$ cat src/hw/rtl/exgd_pkg.sv
`default_nettype none
// ----------------------------------------------------------------------------
// exgd_pkg
// Shared types and constants for the Exp-Golomb stream decoder.
// ----------------------------------------------------------------------------
package exgd_pkg;

   localparam int unsigned MAX_ZEROS  = 32;
   localparam int unsigned BYTE_BITS  = 8;
   localparam int unsigned VAL_W      = 32;
   localparam int unsigned CNT_W      = 6;
   localparam int unsigned NCODE_W    = 4;

   localparam logic [1:0] STAT_CODE  = 2'd0;
   localparam logic [1:0] STAT_TRUNC = 2'd1;
   localparam logic [1:0] STAT_END   = 2'd2;

   typedef struct packed {
      logic              reading_suffix;
      logic [CNT_W-1:0]  zero_count;
      logic [CNT_W-1:0]  suffix_left;
      logic [VAL_W-1:0]  accumulator;
      logic              code_started;
   } exgd_state_type;

   localparam exgd_state_type STATE_RESET = '{
      reading_suffix: 1'b0,
      zero_count:     '0,
      suffix_left:    '0,
      accumulator:    32'd1,
      code_started:   1'b0
   };

   typedef struct packed {
      logic [BYTE_BITS-1:0][VAL_W-1:0] vals;
      logic [NCODE_W-1:0]              ncode;
      logic                            close;
      logic [1:0]                      close_status;
   } exgd_result_type;

endpackage
`default_nettype wire

$ cat src/hw/rtl/exgd_step.sv
`default_nettype none
// ----------------------------------------------------------------------------
// exgd_step
// Decodes the eight bits of one byte, MSB first, against the decoder state.
// ----------------------------------------------------------------------------
module exgd_step (
   input  wire logic [7:0]              data_byte,
   input  wire logic                    packet_end,
   input  wire exgd_pkg::exgd_state_type state_cur,
   output exgd_pkg::exgd_state_type     state_nxt,
   output exgd_pkg::exgd_result_type    result
);

   always_comb begin
      exgd_pkg::exgd_state_type s;
      logic [exgd_pkg::NCODE_W-1:0] n;
      logic b;
      s = state_cur;
      n = '0;
      result = '0;
      for (int i = exgd_pkg::BYTE_BITS - 1; i >= 0; i--) begin
         b = data_byte[i];
         if (!s.reading_suffix) begin
            if (!b) begin
               s.code_started = 1'b1;
               s.zero_count = s.zero_count + 1'b1;
               if (s.zero_count >= exgd_pkg::CNT_W'(exgd_pkg::MAX_ZEROS)) begin
                  s.reading_suffix = 1'b1;
                  s.suffix_left = s.zero_count;
                  s.accumulator = 32'd1;
               end
            end else if (s.zero_count == '0) begin
               result.vals[n[2:0]] = '0;
               n = n + 1'b1;
               s.code_started = 1'b0;
            end else begin
               s.reading_suffix = 1'b1;
               s.suffix_left = s.zero_count;
               s.accumulator = 32'd1;
               s.code_started = 1'b1;
            end
         end else begin
            s.accumulator = {s.accumulator[30:0], b};
            s.suffix_left = s.suffix_left - 1'b1;
            if (s.suffix_left == '0) begin
               result.vals[n[2:0]] = s.accumulator - 32'd1;
               n = n + 1'b1;
               s = exgd_pkg::STATE_RESET;
            end
         end
      end
      result.ncode = n;
      result.close = packet_end;
      result.close_status = s.code_started ? exgd_pkg::STAT_TRUNC : exgd_pkg::STAT_END;
      state_nxt = packet_end ? exgd_pkg::STATE_RESET : s;
   end

endmodule
`default_nettype wire

$ cat src/hw/rtl/exp_golomb_stream_decoder_unit.sv
`default_nettype none
// ----------------------------------------------------------------------------
// exp_golomb_stream_decoder_unit
// Zero-order Exp-Golomb ue/se decoder over a byte stream.
//
//   channel | dir | fields
//   req_    | in  | data_byte[8], packet_end
//   rsp_    | out | unsigned_value[32], signed_value[32], status[2], last_of_item
//
// A byte is decoded in the cycle it is accepted; its results (0 to 9) are
// registered and drained one per cycle. A new request is taken when the
// result buffer is empty or its last result is being taken. Reset is
// synchronous; rsp_ready low holds the buffer and stalls requests.
// ----------------------------------------------------------------------------
module exp_golomb_stream_decoder_unit (
   input  wire logic               clock,
   input  wire logic               reset,
   input  wire logic               req_valid,
   output logic                    req_ready,
   input  wire logic [7:0]         req_data_byte,
   input  wire logic               req_packet_end,
   output logic                    rsp_valid,
   input  wire logic               rsp_ready,
   output logic [31:0]             rsp_unsigned_value,
   output logic signed [31:0]      rsp_signed_value,
   output logic [1:0]              rsp_status,
   output logic                    rsp_last_of_item
);

   exgd_pkg::exgd_state_type  state_ff, state_in, state_step;
   exgd_pkg::exgd_result_type res_step;
   logic [7:0][31:0] vals_ff, vals_in;
   logic [3:0] ncode_ff, ncode_in, nres_ff, nres_in, idx_ff, idx_in;
   logic [1:0] cstat_ff, cstat_in;
   logic busy_ff, busy_in;
   logic take, final_take, accept, is_code;
   logic [3:0] nres_step;
   logic [31:0] v;

   exgd_step u_step (
      .data_byte  (req_data_byte),
      .packet_end (req_packet_end),
      .state_cur  (state_ff),
      .state_nxt  (state_step),
      .result     (res_step)
   );

   assign take       = busy_ff && rsp_ready;
   assign final_take = take && (idx_ff == nres_ff - 4'd1);
   assign req_ready  = !busy_ff || final_take;
   assign accept     = req_valid && req_ready;
   assign nres_step  = res_step.ncode + {3'd0, res_step.close};

   always_comb begin
      state_in = state_ff;
      vals_in  = vals_ff;
      ncode_in = ncode_ff;
      nres_in  = nres_ff;
      idx_in   = idx_ff;
      cstat_in = cstat_ff;
      busy_in  = busy_ff;
      if (take) begin
         idx_in = idx_ff + 4'd1;
         if (final_take) busy_in = 1'b0;
      end
      if (accept) begin
         state_in = state_step;
         vals_in  = res_step.vals;
         ncode_in = res_step.ncode;
         nres_in  = nres_step;
         cstat_in = res_step.close_status;
         idx_in   = '0;
         busy_in  = (nres_step != '0);
      end
   end

   always_ff @(posedge clock) begin
      if (reset) begin
         state_ff <= exgd_pkg::STATE_RESET;
         busy_ff  <= 1'b0;
         idx_ff   <= '0;
         nres_ff  <= '0;
      end else begin
         state_ff <= state_in;
         busy_ff  <= busy_in;
         idx_ff   <= idx_in;
         nres_ff  <= nres_in;
      end
      vals_ff  <= vals_in;
      ncode_ff <= ncode_in;
      cstat_ff <= cstat_in;
   end

   assign is_code = idx_ff < ncode_ff;
   assign v       = is_code ? vals_ff[idx_ff[2:0]] : '0;

   assign rsp_valid          = busy_ff;
   assign rsp_unsigned_value = v;
   assign rsp_signed_value   = v[0] ? signed'((v + 32'd1) >> 1) : signed'(32'd0 - (v >> 1));
   assign rsp_status         = is_code ? exgd_pkg::STAT_CODE : cstat_ff;
   assign rsp_last_of_item   = (idx_ff == nres_ff - 4'd1);

   a_busy_nonempty: assert property (@(posedge clock) disable iff (reset)
      busy_ff |-> (nres_ff != 4'd0))
      else $error("busy with empty buffer");
   a_idx_range: assert property (@(posedge clock) disable iff (reset)
      busy_ff |-> (idx_ff < nres_ff))
      else $error("drain index past buffer");
   a_ready_only_last: assert property (@(posedge clock) disable iff (reset)
      (busy_ff && req_ready) |-> rsp_last_of_item)
      else $error("request taken while results pending");
   a_close_last: assert property (@(posedge clock) disable iff (reset)
      (busy_ff && rsp_status != exgd_pkg::STAT_CODE) |-> rsp_last_of_item)
      else $error("closing result not last");

endmodule
`default_nettype wire

$ cat config.mk
export PLATFORM = sky130hd
export DESIGN_NAME = exp_golomb_stream_decoder_unit
export DESIGN_NICKNAME = d
export VERILOG_FILES = /design/src/hw/rtl/exgd_pkg.sv /design/src/hw/rtl/exgd_step.sv /design/src/hw/rtl/exp_golomb_stream_decoder_unit.sv
export SDC_FILE = /design/constraint.sdc
export NUM_CORES = 1
export LEC_CHECK = 0
export BUFFER_PORTS_ARGS = -buffer_cell sky130_fd_sc_hd__clkbuf_2
export CELL_PAD_IN_SITES_DETAIL_PLACEMENT = 1
export CELL_PAD_IN_SITES_GLOBAL_PLACEMENT = 2
export CORE_UTILIZATION = 36
export DETAILED_ROUTE_END_ITERATION = 16
export PLACE_DENSITY = 0.85
export RECOVER_POWER = 25
export SYNTH_ARGS = -nofsm -noshare
export SYNTH_HDL_FRONTEND = slang
export SYNTH_SLANG_ARGS = --single-unit
$ cat constraint.sdc
create_clock -name clock -period 13.4 [get_ports clock]
set_clock_uncertainty 0.1 [all_clocks]
set_input_delay 0.67 -clock clock [delete_from_list [all_inputs] [get_ports clock]]
set_output_delay 0.67 -clock clock [all_outputs]
set_load 0.03 [all_outputs]
==> results.json <==
{
  "cts_hold_buffers": 0,
  "synth_compound_area_share_pct": 33.4,
  "cp_data_required_time_ns": 13.61,
  "die_w_um": 322,
  "critPathMaxStageDelay_ns": 0.46,
  "gp_congestion": 0.988,
  "synthXorXnorAreaFrac_pct": 8.57,
  "grt_overflow": 0,
  "async_flop_share_pct": 0,
  "cts.sinks": 316,
  "ys_ff_latch": 316,
  "yosys.area.top_type": "edfxtp_1",
  "relSlewSlack_pct": -214,
  "syn2layout_area_growth_pct": 10.7,
  "synth_simple_gate_area_share_pct": 19.8,
  "ys_seq_area_share_pct": 24.3,
  "vias": 40034,
  "synth_top_family_by_area": "compound AO/OA/AOI/OAI gates",
  "antennaDiodeCount": 0,
  "cp-start-kind": "flip-flop",
  "yosysTopAreaCellShare_pct": 21.3,
  "finalCritPeriodShare_pct": 95.4,
  "syn_area_mm2": 0.0369,
  "chipHeight_um": 322,
  "fillers": 12326,
  "setup_viol": 0,
  "cp-end-kind": "flip-flop",
  "synthMuxAreaShare_pct": 6.81,
  "root_buffer": "clkbuf_16",
  "core_mm2": 0.102,
  "ys_warn_count": 0,
  "grt_pass1_wl_mm": 252,
  "violations": "capacitance limit, slew limit",
  "clkSlewWorstSetupHoldPaths_ns": 0.07,
  "synth-adder-area-share_pct": 2.10,
  "antenna_found_initial": 2,
  "grt_pass1_vias": 38376,
  "nNetsFinal": 4728,
  "wirelength_mm": 170,
  "max_cap_violations": 3,
  "cts_tree": "done",
  "maxSlewViolCount": 166,
  "fmax_mhz": 78.2,
  "critPathTopFamily": "simple AND/OR/NAND/NOR gates",
  "min_period_ns": 12.79,
  "start_util_pct": 36.3,
  "drc": 0,
  "die_area_mm2": 0.104,
  "cts_htree_levels": 1,
  "final-hold-violation-count": 0,
  "synth_edf_count": 262,
  "cp_max_fo": 56,
  "grt_use_total_pct": 31.6,
  "wl_per_cell_um": 28.1,
  "critical_path_arrival_ns": 13.00,
  "worst_slew_pin_slew_ns": 4.71,
  "io_buffers": 81,
  "drtIter0Drc": 4638,
  "viasPerCell": 6.62,
  "clockBufferDepth": 3,
  "hp-class": "input pin to flip-flop",
  "synthFlopType": "edfxtp_1",
  "instances_no_fill": 6045,
  "fin_util_pct": 40.2,
  "grt_max_degree": 131,
  "worstSkewPairLatency_ns": 0.61,
  "status": "finished with violations",
  "place_hpwl_mm": 136,
  "rows": 117,
  "syn_avg_cell_area_um2": 7.97,
  "yosys-top-cells-area": "edfxtp_1 21%, o22ai_1 7.1%, a22oi_1 6.1%",
  "path_class": "flip-flop to flip-flop",
  "io_pins": 82,
  "postRouteAntennaNets": 0,
  "dpl.cell_count": 5980,
  "ys_types": 139,
  "synthCells": 4625,
  "drt_pre_antenna_iters": 8,
  "path_buf_inv": 11,
  "crit_slowest_cell": "a211oi_1",
  "cts_buffers": 30,
  "drive_gt1_share_pct": 13.6
}
## routing by layer
layer  track usage [%]  vias up  wire length, µm
li1                  -    17933                -
met1              44.8    19926            75300
met2              50.7     1902            76300
met3              2.72      273            12700
met4              9.89        0             5850
met5                 0        -                0
## layout make-up
class / instances / area [µm²] / share of cell area (%)
Tap cell: 1368 / 1710 / 4.19
Clock inverter: 19 / 205 / 0.503
Inverter: 101 / 388 / 0.950
Clock buffer: 36 / 783 / 1.92
Sequential cell: 316 / 8960 / 21.9
Multi-Input combinational cell: 3899 / 26700 / 65.3
Timing Repair Buffer: 306 / 2110 / 5.16
## cells by family (layout without fill, tap and decap cells)
| logic type | Yosys count | in the layout |
|---|---|---|
| xor gates and xnor gates | 358 | 358 |
| DFF | 316 | 316 |
| and+or+nand+nor | 1507 | 1507 |
| other | 1 | 56 |
| AOI/OAI and AO/OA | 1749 | 1749 |
| muxes | 167 | 167 |
| adders and majority gates | 62 | 62 |
| buffers and inverters | 465 | 462 |
## synthesized netlist by cell type, drive strengths merged (58+ instances only)
cell    instances
a21oi         245
mux2i          75
nor2          492
buf           105
xnor2         218
nand2         368
or3            58
o21ai         224
edfxtp        262
xor2          140
mux4           64
ha             61
a22o           76
nand3         128
o22ai         418
nor3          124
a22oi         305
clkbuf        259
inv            94
## worst register-to-register path: cells and delay by family (launching register included)
family | cells | cell delay [ns]
and+or+nand+nor | 19 | 3.96
AOI/OAI and AO/OA | 17 | 3.92
buffers and inverters | 11 | 1.85
adders and majority gates | 6 | 1.55
muxes | 2 | 0.55
DFF | 1 | 0.44
xor gates and xnor gates | 1 | 0.17
## state kept, by name (all words and copies together) (netlist names)
name       count
vals_ff      256
idx_ff         4
cstat_ff       2
ncode_ff       4
rsp_valid      1
state_ff      45
nres_ff        4
## cells in the final DEF (no fill, tap or decap), types with 68 or more instances in the layout
master and count:
nor3_1 106, xnor2_1 215, a22oi_1 302, o22ai_1 417
mux2i_1 72, nand2_1 364, a22o_1 75, o21ai_0 160
a21oi_1 234, clkbuf_2 68, buf_4 219, xor2_1 139
inv_1 89, nand3_1 124, edfxtp_1 262, nor2_1 480
## repair_timing
action | 4_1_cts | 5_1_grt
endpoints found under the setup margin | 50 | 250
resized for setup | 7 | 62
pin swaps | 1 | 7
buffers inserted | 1 | 9
## path summary, 6_finish.rpt
kind | slack (ns) | start | endpoint | cells after the start
worst max-delay path | 0.61 | state_ff[40]$_SDFFE_PP0P_ | vals_ff[182]$_DFFE_PP_ | 56
worst min-delay path | 0.26 | rsp_ready | idx_ff[1]$_SDFFE_PP0P_ | 3
worst max register to register | 0.61 | state_ff[40]$_SDFFE_PP0P_ | vals_ff[182]$_DFFE_PP_ | 56
worst min register to register | 0.39 | nres_ff[1]$_SDFFE_PP0P_ | nres_ff[1]$_SDFFE_PP0P_ | 2
## stage by stage
step | setup TNS, ns | instance area [µm²] | worst slack, ns | hold WS (ns)
floorplan | 0 | 37100 | 0.444 | 0.327
global placement | 0 | 39500 | 0.0262 | 0.372
detailed placement | -1.90 | 39500 | -0.373 | 0.382
CTS | 0 | 40500 | 0.0202 | 0.244
global route | -1.44 | 40800 | -0.0822 | 0.279
finish | 0 | 40800 | 0.612 | 0.257
Power is left out: the tool's default activity adds up to more than one toggle a clock period on the data nets, which glitch-free logic cannot reach.
